--- config.mk ---
export PLATFORM = sky130hd
export DESIGN_NAME = planar_arm_forward_kinematics_top
export DESIGN_NICKNAME = d
export VERILOG_FILES = /design/src/design/pafk_pkg.sv /design/src/design/planar_arm_forward_kinematics_top.sv /design/src/design/pafk_queue.sv /design/src/design/pafk_front.sv /design/src/design/pafk_back.sv
export SDC_FILE = /design/constraint.sdc
export NUM_CORES = 2
export LEC_CHECK = 0
export BUFFER_PORTS_ARGS = -buffer_cell sky130_fd_sc_hd__buf_2
export CAP_MARGIN = 10
export CORE_ASPECT_RATIO = 2
export CORE_UTILIZATION = 30
export CTS_BUF_LIST = sky130_fd_sc_hd__clkbuf_4 sky130_fd_sc_hd__clkbuf_8
export CTS_CLUSTER_SIZE = 20
export DETAILED_ROUTE_END_ITERATION = 8
export SETUP_SLACK_MARGIN = 0.05
export SYNTH_ARGS = -nofsm -noshare
export SYNTH_HDL_FRONTEND = slang
export SYNTH_SLANG_ARGS = --single-unit
export TNS_END_PERCENT = 100
--- constraint.sdc ---
create_clock -name aclk -period 11.2 [get_ports aclk]
set_input_delay 0 -clock aclk [delete_from_list [all_inputs] [get_ports aclk]]
set_output_delay 0 -clock aclk [all_outputs]
set_load 0.02 [all_outputs]
--- src/design/pafk_pkg.sv ---
// ============================================================================
// pafk_pkg
// Shared types, constants and tables for the planar arm forward kinematics
// block: the command item between the front and back parts, the CORDIC
// arctangent table and the register map.
// ============================================================================
`default_nettype none

package pafk_pkg;

    // Default parameter values
    localparam int DEF_MAX_LINKS    = 6;
    localparam int DEF_CORDIC_STEPS = 16;
    localparam int QUEUE_DEPTH      = 2;

    // Field widths
    localparam int ANGLE_W  = 16;
    localparam int LENGTH_W = 16;
    localparam int JOINT_W  = 3;
    localparam int POS_W    = 20;
    localparam int CFG_IDX_W  = 3;
    localparam int CFG_DATA_W = 16;

    // CORDIC datapath widths
    localparam int CX_W      = 35;  // x, y: length * 1/K in Q16 plus growth
    localparam int CZ_W      = 26;  // angle scaled so that 2^23 = pi
    localparam int ATAN_IDX_W = 5;
    localparam int ROUND_SHIFT = 16;

    // 1/K in Q16
    localparam logic [15:0] INV_GAIN_Q16 = 16'd39797;

    // Register map
    localparam logic [CFG_IDX_W-1:0] REG_LINK_COUNT    = 3'd0;
    localparam logic [CFG_IDX_W-1:0] REG_LINK_LENGTH_0 = 3'd1;

    localparam logic [2:0]          LINK_COUNT_RESET = 3'd2;
    localparam logic [LENGTH_W-1:0] LENGTH_ONE       = 16'd256;

    // Command item from front to back
    typedef struct packed {
        logic                       start;
        logic                       oor;
        logic                       neg;    // start vector negated (angle folded by pi)
        logic signed [ANGLE_W-1:0]  angle;  // folded to [-pi/2, pi/2)
        logic [LENGTH_W-1:0]        length;
        logic [JOINT_W-1:0]         joint;
        logic                       last;
    } cmd_t;

    // Reset value of link length k
    function automatic logic [LENGTH_W-1:0] length_reset(input int k);
        return (k < 2) ? LENGTH_ONE : '0;
    endfunction

    // atan(2^-i) * 2^23 / pi, rounded
    function automatic logic signed [CZ_W-1:0] atan_entry(input logic [ATAN_IDX_W-1:0] i);
        logic signed [CZ_W-1:0] v;
        case (i)
            5'd0:  v = 26'sd2097152;
            5'd1:  v = 26'sd1238021;
            5'd2:  v = 26'sd654136;
            5'd3:  v = 26'sd332050;
            5'd4:  v = 26'sd166669;
            5'd5:  v = 26'sd83416;
            5'd6:  v = 26'sd41718;
            5'd7:  v = 26'sd20860;
            5'd8:  v = 26'sd10430;
            5'd9:  v = 26'sd5215;
            5'd10: v = 26'sd2608;
            5'd11: v = 26'sd1304;
            5'd12: v = 26'sd652;
            5'd13: v = 26'sd326;
            5'd14: v = 26'sd163;
            5'd15: v = 26'sd81;
            5'd16: v = 26'sd41;
            5'd17: v = 26'sd20;
            5'd18: v = 26'sd10;
            5'd19: v = 26'sd5;
            5'd20: v = 26'sd3;
            5'd21: v = 26'sd1;
            5'd22: v = 26'sd1;
            default: v = '0;
        endcase
        return v;
    endfunction

endpackage

`default_nettype wire

--- src/design/planar_arm_forward_kinematics_top.sv ---
// ============================================================================
// planar_arm_forward_kinematics_top
// Forward kinematics of a planar serial arm, one joint position per item.
// ============================================================================
// Usage:
//   Input stream: s_tdata carries the relative joint angle (binary angle,
//   32768 = pi), s_tuser is the start flag that restarts the chain at the
//   base. Each item yields one result on the output stream: joint number and
//   saturated Q11.8 x, y position in m_tdata, m_tlast on the end effector,
//   m_tuser set for an item past the configured link count (data zero).
//   Configuration: cfg_wen / cfg_index / cfg_wdata write link_count (index 0)
//   and the link lengths (index 1..6); write only while the block is idle.
//   Sequence: an in-range item passes the back part as a load step with
//   the gain multiply, CORDIC_STEPS iterations of the shared CORDIC unit
//   and an accumulate/output step; out-of-range items skip the iterations.
//   The back part takes a new item only after it is through with the last.
//   A two-entry command queue lets items be accepted while the CORDIC works.
//   Reset: chain state and position sums clear, registers take their reset
//   values. A stalled receiver holds the output register; the queue then
//   fills and s_tready drops.
`default_nettype none

module planar_arm_forward_kinematics_top #(
    parameter int MAX_LINKS    = pafk_pkg::DEF_MAX_LINKS,
    parameter int CORDIC_STEPS = pafk_pkg::DEF_CORDIC_STEPS
) (
    input  wire                                 aclk,
    input  wire                                 aresetn,
    // configuration write port
    input  wire                                 cfg_wen,
    input  wire [pafk_pkg::CFG_IDX_W-1:0]       cfg_index,
    input  wire [pafk_pkg::CFG_DATA_W-1:0]      cfg_wdata,
    // input stream
    input  wire                                 s_tvalid,
    output logic                                s_tready,
    input  wire [15:0]                          s_tdata,   // [15:0] joint_angle
    input  wire [0:0]                           s_tuser,   // [0] start_req
    // result stream
    output logic                                m_tvalid,
    input  wire                                 m_tready,
    output logic [47:0]                         m_tdata,   // [2:0] joint_number,
                                                           // [22:3] pos_x, [42:23] pos_y
    output logic                                m_tlast,   // last
    output logic [0:0]                          m_tuser    // [0] out_of_range
);

    pafk_pkg::cmd_t  f_cmd, q_cmd;
    logic            f_valid, f_ready, q_valid, q_ready;
    logic [pafk_pkg::JOINT_W-1:0]       joint;
    logic signed [pafk_pkg::POS_W-1:0]  pos_x, pos_y;
    logic            oor;

    pafk_front #(
        .MAX_LINKS (MAX_LINKS)
    ) u_front (
        .aclk      (aclk),
        .aresetn   (aresetn),
        .cfg_wen   (cfg_wen),
        .cfg_index (cfg_index),
        .cfg_wdata (cfg_wdata),
        .in_valid  (s_tvalid),
        .in_ready  (s_tready),
        .in_angle  (s_tdata),
        .in_start  (s_tuser[0]),
        .cmd_valid (f_valid),
        .cmd_ready (f_ready),
        .cmd       (f_cmd)
    );

    pafk_queue #(
        .DEPTH (pafk_pkg::QUEUE_DEPTH)
    ) u_queue (
        .aclk       (aclk),
        .aresetn    (aresetn),
        .push_valid (f_valid),
        .push_ready (f_ready),
        .push_cmd   (f_cmd),
        .pop_valid  (q_valid),
        .pop_ready  (q_ready),
        .pop_cmd    (q_cmd)
    );

    pafk_back #(
        .CORDIC_STEPS (CORDIC_STEPS)
    ) u_back (
        .aclk      (aclk),
        .aresetn   (aresetn),
        .cmd_valid (q_valid),
        .cmd_ready (q_ready),
        .cmd       (q_cmd),
        .out_valid (m_tvalid),
        .out_ready (m_tready),
        .out_joint (joint),
        .out_x     (pos_x),
        .out_y     (pos_y),
        .out_last  (m_tlast),
        .out_oor   (oor)
    );

    assign m_tdata    = {5'b00000, pos_y, pos_x, joint};
    assign m_tuser[0] = oor;

    // Out-of-range items carry no position and never close a chain
    a_oor_zero: assert property (@(posedge aclk) disable iff (!aresetn)
        m_tvalid && m_tuser[0] |-> m_tdata == '0 && !m_tlast)
        else $error("out-of-range result with nonzero data or last");

    // In-range items name a joint between 1 and MAX_LINKS
    a_joint_range: assert property (@(posedge aclk) disable iff (!aresetn)
        m_tvalid && !m_tuser[0] |->
            m_tdata[2:0] != '0 && m_tdata[2:0] <= pafk_pkg::JOINT_W'(MAX_LINKS))
        else $error("joint number out of range on in-range result");

    // Nothing is presented in the cycle after reset
    a_reset_quiet: assert property (@(posedge aclk)
        $past(!aresetn) |-> !m_tvalid)
        else $error("result valid right after reset");

endmodule

`default_nettype wire

--- src/design/pafk_queue.sv ---
// ============================================================================
// pafk_queue
// Short FIFO of command items between the front and back parts, so each
// side stalls on its own.
// ============================================================================
`default_nettype none

module pafk_queue #(
    parameter int DEPTH = pafk_pkg::QUEUE_DEPTH
) (
    input  wire                 aclk,
    input  wire                 aresetn,
    input  wire                 push_valid,
    output logic                push_ready,
    input  pafk_pkg::cmd_t      push_cmd,
    output logic                pop_valid,
    input  wire                 pop_ready,
    output pafk_pkg::cmd_t      pop_cmd
);

    localparam int PTR_W = (DEPTH > 1) ? $clog2(DEPTH) : 1;
    localparam int CNT_W = $clog2(DEPTH + 1);

    pafk_pkg::cmd_t     mem [DEPTH];
    logic [PTR_W-1:0]   wr_ptr_reg, rd_ptr_reg;
    logic [CNT_W-1:0]   count_reg;
    logic               push, pop;

    assign push_ready = (count_reg != CNT_W'(DEPTH));
    assign pop_valid  = (count_reg != '0);
    assign push       = push_valid & push_ready;
    assign pop        = pop_valid & pop_ready;
    assign pop_cmd    = mem[rd_ptr_reg];

    // Storage
    always_ff @(posedge aclk) begin
        if (push) begin
            mem[wr_ptr_reg] <= push_cmd;
        end
    end

    // Pointers and fill count
    always_ff @(posedge aclk) begin
        if (!aresetn) begin
            wr_ptr_reg <= '0;
            rd_ptr_reg <= '0;
            count_reg  <= '0;
        end else begin
            if (push) begin
                wr_ptr_reg <= (wr_ptr_reg == PTR_W'(DEPTH - 1)) ? '0 : wr_ptr_reg + 1'b1;
            end
            if (pop) begin
                rd_ptr_reg <= (rd_ptr_reg == PTR_W'(DEPTH - 1)) ? '0 : rd_ptr_reg + 1'b1;
            end
            if (push && !pop) begin
                count_reg <= count_reg + 1'b1;
            end else if (pop && !push) begin
                count_reg <= count_reg - 1'b1;
            end
        end
    end

endmodule

`default_nettype wire

--- src/design/pafk_front.sv ---
// ============================================================================
// pafk_front
// Front part: holds the configuration registers and the chain state (link
// counter, absolute angle), accepts joint angle items and turns each one
// into a command for the CORDIC back part.
// ============================================================================
`default_nettype none

module pafk_front #(
    parameter int MAX_LINKS = pafk_pkg::DEF_MAX_LINKS
) (
    input  wire                                 aclk,
    input  wire                                 aresetn,
    // configuration
    input  wire                                 cfg_wen,
    input  wire [pafk_pkg::CFG_IDX_W-1:0]       cfg_index,
    input  wire [pafk_pkg::CFG_DATA_W-1:0]      cfg_wdata,
    // input items
    input  wire                                 in_valid,
    output logic                                in_ready,
    input  wire signed [pafk_pkg::ANGLE_W-1:0]  in_angle,
    input  wire                                 in_start,
    // commands out
    output logic                                cmd_valid,
    input  wire                                 cmd_ready,
    output pafk_pkg::cmd_t                      cmd
);

    localparam int IDX_W = (MAX_LINKS > 1) ? $clog2(MAX_LINKS) : 1;
    localparam int JW    = pafk_pkg::JOINT_W;
    localparam int AW    = pafk_pkg::ANGLE_W;

    logic [2:0]                       link_count_reg;
    logic [pafk_pkg::LENGTH_W-1:0]    length_reg [MAX_LINKS];
    logic [JW-1:0]                    link_counter_reg;
    logic [AW-1:0]                    abs_angle_reg;

    logic [JW-1:0]  count_eff;
    logic [JW-1:0]  counter_cur;
    logic [JW-1:0]  joint_next;
    logic [AW-1:0]  abs_cur;
    logic [AW-1:0]  abs_next;
    logic           oor;
    logic           fold;
    logic           accept;

    // Link count register
    always_ff @(posedge aclk) begin
        if (!aresetn) begin
            link_count_reg <= pafk_pkg::LINK_COUNT_RESET;
        end else if (cfg_wen && cfg_index == pafk_pkg::REG_LINK_COUNT) begin
            link_count_reg <= cfg_wdata[2:0];
        end
    end

    // Link length registers; lengths past MAX_LINKS are never used
    for (genvar k = 0; k < MAX_LINKS; k++) begin : g_len
        always_ff @(posedge aclk) begin
            if (!aresetn) begin
                length_reg[k] <= pafk_pkg::length_reset(k);
            end else if (cfg_wen &&
                         cfg_index == pafk_pkg::REG_LINK_LENGTH_0 + pafk_pkg::CFG_IDX_W'(k)) begin
                length_reg[k] <= cfg_wdata[pafk_pkg::LENGTH_W-1:0];
            end
        end
    end

    // Classify the item
    always_comb begin
        count_eff   = (link_count_reg > JW'(MAX_LINKS)) ? JW'(MAX_LINKS) : link_count_reg;
        counter_cur = in_start ? '0 : link_counter_reg;
        abs_cur     = in_start ? '0 : abs_angle_reg;
        oor         = (counter_cur >= count_eff);
        joint_next  = counter_cur + 1'b1;
        abs_next    = abs_cur + in_angle;
        // Fold into [-pi/2, pi/2): adding pi flips the sign bit
        fold        = (abs_next[AW-1] != abs_next[AW-2]);

        cmd.start  = in_start;
        cmd.oor    = oor;
        cmd.neg    = fold;
        cmd.angle  = {abs_next[AW-1] ^ fold, abs_next[AW-2:0]};
        cmd.length = length_reg[counter_cur[IDX_W-1:0]];
        cmd.joint  = joint_next;
        cmd.last   = (joint_next == count_eff);
    end

    assign in_ready  = cmd_ready;
    assign cmd_valid = in_valid;
    assign accept    = in_valid & cmd_ready;

    // Chain state
    always_ff @(posedge aclk) begin
        if (!aresetn) begin
            link_counter_reg <= '0;
            abs_angle_reg    <= '0;
        end else if (accept) begin
            if (!oor) begin
                link_counter_reg <= joint_next;
                abs_angle_reg    <= abs_next;
            end else if (in_start) begin
                link_counter_reg <= '0;
                abs_angle_reg    <= '0;
            end
        end
    end

endmodule

`default_nettype wire

--- src/design/pafk_back.sv ---
// ============================================================================
// pafk_back
// Back part: iterative rotation-mode CORDIC, one step per cycle, that turns
// a link length and angle into a vector, then accumulates the saturated
// joint position and holds it in the output register; out-of-range items skip the CORDIC.
// ============================================================================
`default_nettype none

module pafk_back #(
    parameter int CORDIC_STEPS = pafk_pkg::DEF_CORDIC_STEPS
) (
    input  wire                                  aclk,
    input  wire                                  aresetn,
    input  wire                                  cmd_valid,
    output logic                                 cmd_ready,
    input  pafk_pkg::cmd_t                       cmd,
    output logic                                 out_valid,
    input  wire                                  out_ready,
    output logic [pafk_pkg::JOINT_W-1:0]         out_joint,
    output logic signed [pafk_pkg::POS_W-1:0]    out_x,
    output logic signed [pafk_pkg::POS_W-1:0]    out_y,
    output logic                                 out_last,
    output logic                                 out_oor
);

    localparam int CX    = pafk_pkg::CX_W;
    localparam int CZ    = pafk_pkg::CZ_W;
    localparam int PW    = pafk_pkg::POS_W;
    localparam int RS    = pafk_pkg::ROUND_SHIFT;
    localparam int RW    = CX - RS;
    localparam int ITER_W = (CORDIC_STEPS > 1) ? $clog2(CORDIC_STEPS) : 1;

    typedef enum logic [1:0] {ST_IDLE, ST_ITER, ST_DONE} state_t;

    state_t                 state_reg;
    pafk_pkg::cmd_t         cmd_reg;
    logic signed [CX-1:0]   x_reg, y_reg;
    logic signed [CZ-1:0]   z_reg;
    logic [ITER_W-1:0]      iter_reg;
    logic signed [PW-1:0]   sum_x_reg, sum_y_reg;

    logic [31:0]            prod;
    logic signed [CX-1:0]   x0;
    logic signed [CX-1:0]   dx, dy, x_rnd, y_rnd;
    logic signed [CZ-1:0]   atan_i;
    logic signed [RW-1:0]   rx, ry;
    logic signed [PW-1:0]   base_x, base_y, sat_x, sat_y;
    logic signed [PW:0]     wide_x, wide_y;
    logic                   out_free;

    assign cmd_ready = (state_reg == ST_IDLE);
    assign out_free  = !out_valid || out_ready;

    // Start vector, CORDIC step terms and final accumulation
    always_comb begin
        prod   = cmd.length * pafk_pkg::INV_GAIN_Q16;
        x0     = cmd.neg ? -signed'({3'b000, prod}) : signed'({3'b000, prod});
        dx     = y_reg >>> iter_reg;
        dy     = x_reg >>> iter_reg;
        atan_i = pafk_pkg::atan_entry(pafk_pkg::ATAN_IDX_W'(iter_reg));

        x_rnd  = x_reg + CX'(32768);
        y_rnd  = y_reg + CX'(32768);
        rx     = x_rnd[CX-1:RS];
        ry     = y_rnd[CX-1:RS];
        base_x = cmd_reg.start ? '0 : sum_x_reg;
        base_y = cmd_reg.start ? '0 : sum_y_reg;
        wide_x = {base_x[PW-1], base_x} + (PW+1)'(rx);
        wide_y = {base_y[PW-1], base_y} + (PW+1)'(ry);
        // Saturate on signed overflow
        if (wide_x[PW] != wide_x[PW-1]) begin
            sat_x = {wide_x[PW], {(PW-1){~wide_x[PW]}}};
        end else begin
            sat_x = wide_x[PW-1:0];
        end
        if (wide_y[PW] != wide_y[PW-1]) begin
            sat_y = {wide_y[PW], {(PW-1){~wide_y[PW]}}};
        end else begin
            sat_y = wide_y[PW-1:0];
        end
    end

    // Sequencer, CORDIC registers, position sums and output register
    always_ff @(posedge aclk) begin
        if (!aresetn) begin
            state_reg <= ST_IDLE;
            out_valid <= 1'b0;
            sum_x_reg <= '0;
            sum_y_reg <= '0;
        end else begin
            // In ST_DONE the output register is reloaded below instead
            if (out_valid && out_ready && state_reg != ST_DONE) begin
                out_valid <= 1'b0;
            end
            unique case (state_reg)
                ST_IDLE: begin
                    if (cmd_valid) begin
                        cmd_reg  <= cmd;
                        x_reg    <= x0;
                        y_reg    <= '0;
                        // angle in the top bits, sign carried into the guard bits
                        z_reg    <= CZ'(signed'({cmd.angle, 8'h00}));
                        iter_reg <= '0;
                        state_reg <= cmd.oor ? ST_DONE : ST_ITER;
                    end
                end
                ST_ITER: begin
                    if (!z_reg[CZ-1]) begin
                        x_reg <= x_reg - dx;
                        y_reg <= y_reg + dy;
                        z_reg <= z_reg - atan_i;
                    end else begin
                        x_reg <= x_reg + dx;
                        y_reg <= y_reg - dy;
                        z_reg <= z_reg + atan_i;
                    end
                    iter_reg <= iter_reg + 1'b1;
                    if (iter_reg == ITER_W'(CORDIC_STEPS - 1)) begin
                        state_reg <= ST_DONE;
                    end
                end
                ST_DONE: begin
                    if (out_free) begin
                        out_valid <= 1'b1;
                        if (cmd_reg.oor) begin
                            out_joint <= '0;
                            out_x     <= '0;
                            out_y     <= '0;
                            out_last  <= 1'b0;
                            out_oor   <= 1'b1;
                            if (cmd_reg.start) begin
                                sum_x_reg <= '0;
                                sum_y_reg <= '0;
                            end
                        end else begin
                            out_joint <= cmd_reg.joint;
                            out_x     <= sat_x;
                            out_y     <= sat_y;
                            out_last  <= cmd_reg.last;
                            out_oor   <= 1'b0;
                            sum_x_reg <= sat_x;
                            sum_y_reg <= sat_y;
                        end
                        state_reg <= ST_IDLE;
                    end
                end
                default: state_reg <= ST_IDLE;
            endcase
        end
    end

endmodule

`default_nettype wire

== Yosys cells after proc, flatten, opt, wreduce, memory -nomap -nowiden ==
Memories as Yosys holds them, arrays and structs flattened. A register that Yosys moved wholly into a read port is not among the register bits.
Cells that the tools add are included.
Word-level totals
  ROM bits: 352
  memories kept: 3
  flip-flop bits (word level): 220
  output and inout bits: 52
  input bits: 41
  word-level logic and storage cells: 169
  bits in writable memories: 174
Operators by class
  equal/unequal tests: 18
  magnitude comparators: 2
  multiply operators: 1
  multiplexer cells: 66
  reductions and logical operators: 25
  shifts and indexed selects: 2
  add/sub/neg operators: 18
  bitwise operators: 11
Memories
  (name not given): depth 16, width 22, rd ports 1, clocked after memory_dff 1, write ports 0, line pafk_pkg.sv:59  | case (i)
  u_front.length_reg: depth 6, width 16, rd ports 1, clocked after memory_dff 0, write ports 6, line pafk_front.sv:34  | logic [pafk_pkg::LENGTH_W-1:0] length_reg [MAX_LINKS];
  u_queue.mem: depth 2, width 39, rd ports 1, clocked after memory_dff 1, write ports 1, line pafk_queue.sv:24  | pafk_pkg::cmd_t mem [DEPTH];
Operators with widths (count)
  2-to-1 mux 35 bit: 5
  case mux 35 bit (2 select lines): 2
  2-to-1 mux 16 bit: 8
  2-to-1 mux 20 bit: 6
  adder 35 x 17 -> 35 bit, second input constant: 2
  adder 35 bit: 2
  >>> shifter 35 x 4 -> 35 bit: 2
  subtractor 35 bit: 2
  2-to-1 mux 26 bit: 2
  case mux 26 bit (2 select lines): 1
  adder 20 x 19 -> 21 bit: 2
  negator 32 -> 35 bit: 1
  multiplier 16 x 16 -> 32 bit, second input constant: 1
  2-to-1 mux 1 bit: 29
  adder 26 bit: 1
  subtractor 26 bit: 1
  adder 16 bit: 1
  2-to-1 mux 2 bit: 6
  AND reduction 3 bit: 4
  logical AND 1 bit: 11
  == test 3 bit, second input constant: 3
  2-to-1 mux 3 bit: 3
  2-to-1 mux 4 bit: 2
  case mux 4 bit (2 select lines): 1
  other kinds (27): 45

== Longest topological paths before layout ==
  word-level depth: 6
  depth in mapped cells: 28
  gate-level depth less buffers: 24

== By module ==
A second synthesis with hierarchy kept.
Second synthesis, totals
  cell total of the unflattened synthesis: 3815
  area total of the unflattened synthesis: 36668.9 um2
By module, submodules not included
  pafk_back: cells each 3064, sequential area each 5835.6 um2, times used 1, area each 27159.8 um2
  pafk_front: cells each 600, sequential area each 3323.2 um2, times used 1, area each 6417.4 um2
  pafk_queue: cells each 145, sequential area each 2442.3 um2, times used 1, area each 3050.4 um2
  planar_arm_forward_kinematics_top: cells each 6, sequential area each 0.0 um2, times used 1, area each 41.3 um2

== Worst setup path after synthesis ==
Ideal clock, no wire load.
  kind: reg-to-reg
  start: register with a tool-made name
  end: register u_back.x_reg[32] (data pin)
  period minus slack after synthesis: 8.310 ns
  arrival time: 8.056 ns
  stages on the path, launching flop included: 27
  path slack: 2.890 ns
  data required time: 10.946 ns
  library setup time: 0.254 ns
  buffers on the path: 4
  cell sequence: dfxtp_1 clkbuf_1 clkbuf_1 buf_1 mux2i_1 fa_1 fa_1 inv_1 fa_1 fa_1 fa_1 inv_1 fa_1 inv_1 ha_1 clkbuf_1 nand4_1 or3b_1 o21a_1 or4_1 nand4_1 a21bo_2 nor2_1 and4b_1 and3b_1 a21oi_1 a21o_1
RTL lines
  end signal, assigned: line pafk_back.sv:109  | x_reg <= x_reg - dx;
  end signal, assigned: line pafk_back.sv:113  | x_reg <= x_reg + dx;
  end, declared: line pafk_back.sv:37  | logic signed [CX-1:0] x_reg, y_reg;

==> run metrics <==
vias per inst=approximately 5.2; CP Capture Type=register; register area share after synthesis=0.3238; largest net degree at the start of global routing=67; clock-pin slew on the worst setup and hold paths=approximately 0.07 ns; DP HPWL=approximately 75000 µm; drt total wl=roughly 100000 µm; post-CTS setup buffers=0; share of cells above drive strength 1=0.1109; Root Buffer=clkbuf_8; GR Overflow Total=0; RSZ-0062 raised after global routing=no; Final Cycle Share=0.7687; Tot GR Track Use=0.1622; Seq cells post-synth=between 400 and 500; Worst setup SP type=register; initial core utilization=0.3018; total negative setup slack=0 ns; CP required=~12 ns; Final Hold Viols=0; number of global-route vias before repair=between 20000 and 30000; post-route cell area=between 0.03 and 0.04 mm²; status=finished with violations; CP Class=reg -> reg; slowest stage delay, CP=approximately 0.70 ns; MaxCap Viol Count=0; mapped cell area=about 0.036 mm²; CP Max Fanout=43; hold_ws=~0.16 ns; P&R area growth vs syn=11.46%; Worst Max-Slew Pin Slew=about 1.2 ns; CP max stage cell=mux2i_1; Die ar.=0.1209 mm²; Crit path top cell by count=fa_1; CTS Buffer Depth=3; Wirelength per Cell=about 18 µm; # clock sinks=~420; H-tree depth=3; Post-Syn Instances=3688; CTS buffer count=between 70 and 80; Post-route DRC=2; std cell rows=about 180; Hold Crit Class=in -> reg; antenna violations before repair=2; placed inst area=approximately 0.038 mm²; latest clock arrival within the worst-skew pair=~0.74 ns; slew margin rel.=0.2012; Worst Skew=between 0.04 and 0.05 ns; Final setup viols=0; post-synthesis average cell area=roughly 10 µm²; port bufs=87; FFs w/ async S/R, synth=0; Routed Antenna Nets=0; failing checks=design-rule violations; critical-path cell list=buf_4, mux2i_1, fa_1, fa_1, inv_1, fa_1, fa_1, fa_1, inv_1, fa_1, inv_1, ha_1, and3_1, a221oi_1, o21a_1, o21ai_1, a311oi_1, xor2_1, nor4b_1, nand4_1, and3_1, o21ai_0, o21ai_0; Die W=246.4 µm; yosys warns=0; Iteration-0 DRC Markers=about 1300; I/O Pins=93; crit path DAT=between 9 and 10 ns; die height=roughly 490 µm; Largest register FFs=96; Distinct cells, synth=86; setup slack after layout=around 2.6 ns; Core ar.=0.1187 mm²; GPL Wtd Cong=0.9238; max-slew violation count=0; number of enable flip-flop cells after synthesis=around 330; # resized after CTS=0; first-pass GRT wire length=between 150000 and 200000 µm; Place WS=between 2 and 3 ns; Hold Buf Count CTS=51; Worst Path Buf+Inv=4; drt first pass iters=7; ys flop type=edfxtp_1; CTS tree=done; post-layout minimum cycle time=8.610 ns; f_max=approximately 120 MHz; detailed-route via count=around 28000; nets@finish=between 4000 and 5000; CP top delay family=adder cells
==> worst register-to-register path: cells and delay by family (launching register included) <==
kind	cells	cell delay (ns)
DFF	1	0.31
and+or+nand+nor	4	1.47
adders and majority gates	7	3.54
xor gates and xnor gates	1	0.29
buffers and inverters	4	0.67
muxes	1	0.71
AOI/OAI and AO/OA	6	1.36
==> path summary, 6_finish.rpt <==
kind	from	endpoint	slack [ns]	depth (start not counted)
setup reg to reg	register	u_back.x_reg[27]	2.59	23
hold reg to reg	u_back.sum_y_reg[9]	u_back.sum_y_reg[9]	0.45	1
setup / recovery	register	u_back.x_reg[27]	2.59	23
hold / removal	cfg_wdata[9]	u_front.length_reg[4][9]	0.16	3
==> layer usage <==
| layer | up-vias | global-route usage | share of wire |
|---|---|---|---|
| met1 | 13388 | 0.1533 | 0.34 |
| met2 | 725 | 0.3215 | 0.56 |
| li1 | 13491 | - | - |
| met3 | 294 | 0.02056 | 0.035 |
| met5 | - | 0 | 0 |
| met4 | 0 | 0.09797 | 0.062 |
==> metrics by stage <==
| step | util | std cells |
|---|---|---|
| final | 0.3365 | 5382 |
| after global placement | 0.3188 | 5194 |
| after floorplan | - | 3692 |
| after detailed placement | 0.3188 | 5194 |
| after global routing | 0.3365 | 5382 |
| after CTS | 0.3361 | 5376 |
==> cells in the mapped netlist (33+ instances only) <==
cell	instances	share of area
a31oi_1	39	0.0068
mux4_2	86	0.054
nor2b_1	87	0.015
mux2i_1	112	0.031
nand3_1	70	0.0098
edfxtp_1	325	0.27
ha_1	290	0.10
o21ai_0	200	0.028
and3_1	41	0.0072
o21a_1	33	0.0069
nand2b_1	51	0.0089
nor2_1	327	0.034
nor3_1	70	0.0098
mux2_2	42	0.013
a21oi_1	251	0.035
dfxtp_1	92	0.051
clkbuf_1	104	0.011
inv_1	248	0.026
nand2_1	219	0.023
fa_1	109	0.061
xor2_1	114	0.028
xnor2_1	181	0.044
a21o_1	66	0.014
and2_1	119	0.021
==> cell families (layout without fill, tap and decap cells) <==
group | Yosys count | after routing | synth area share
compound gates | 843 | 843 | 0.1475
xor+xnor | 296 | 296 | 0.07257
fa+ha+maj | 401 | 401 | 0.1627
buf+inv | 412 | 562 | 0.04540
flops | 417 | 417 | 0.3238
mux | 242 | 242 | 0.09970
other cells | 1 | 7 | 0.0001047
simple gates | 1076 | 1076 | 0.1482
==> layout make-up <==
class,instances,area (µm²)
clock inverters,30,289.0
well taps,1538,1924
clock buffers,101,1246
diodes,2,5.005
fillers,12191,78760
flip-flops and latches,417,11600
inverters,250,940.9
repair buffers,181,1277
multi-input cells,2863,22650
==> cell usage in the layout (no fill, tap or decap), types with 23 or more instances in the layout <==
cell / instances
a211oi_1: 27
a21o_1: 66
a21oi_1: 251
a31oi_1: 39
and2_1: 119
and3_1: 40
buf_2: 88
buf_4: 39
clkbuf_4: 23
clkbuf_8: 78
dfxtp_1: 90
dlygate4sd3_1: 51
edfxtp_1: 325
fa_1: 109
ha_1: 290
inv_1: 246
mux2_2: 42
mux2i_1: 112
mux4_2: 86
nand2_1: 219
nand2b_1: 50
nand3_1: 70
nor2_1: 326
nor2b_1: 86
nor3_1: 69
o211ai_1: 24
o21a_1: 33
o21ai_0: 194
o21bai_1: 23
xnor2_1: 181
xor2_1: 114
Power is left out: the tool's default activity adds up to more than one toggle a clock period on the data nets, which glitch-free logic cannot reach.
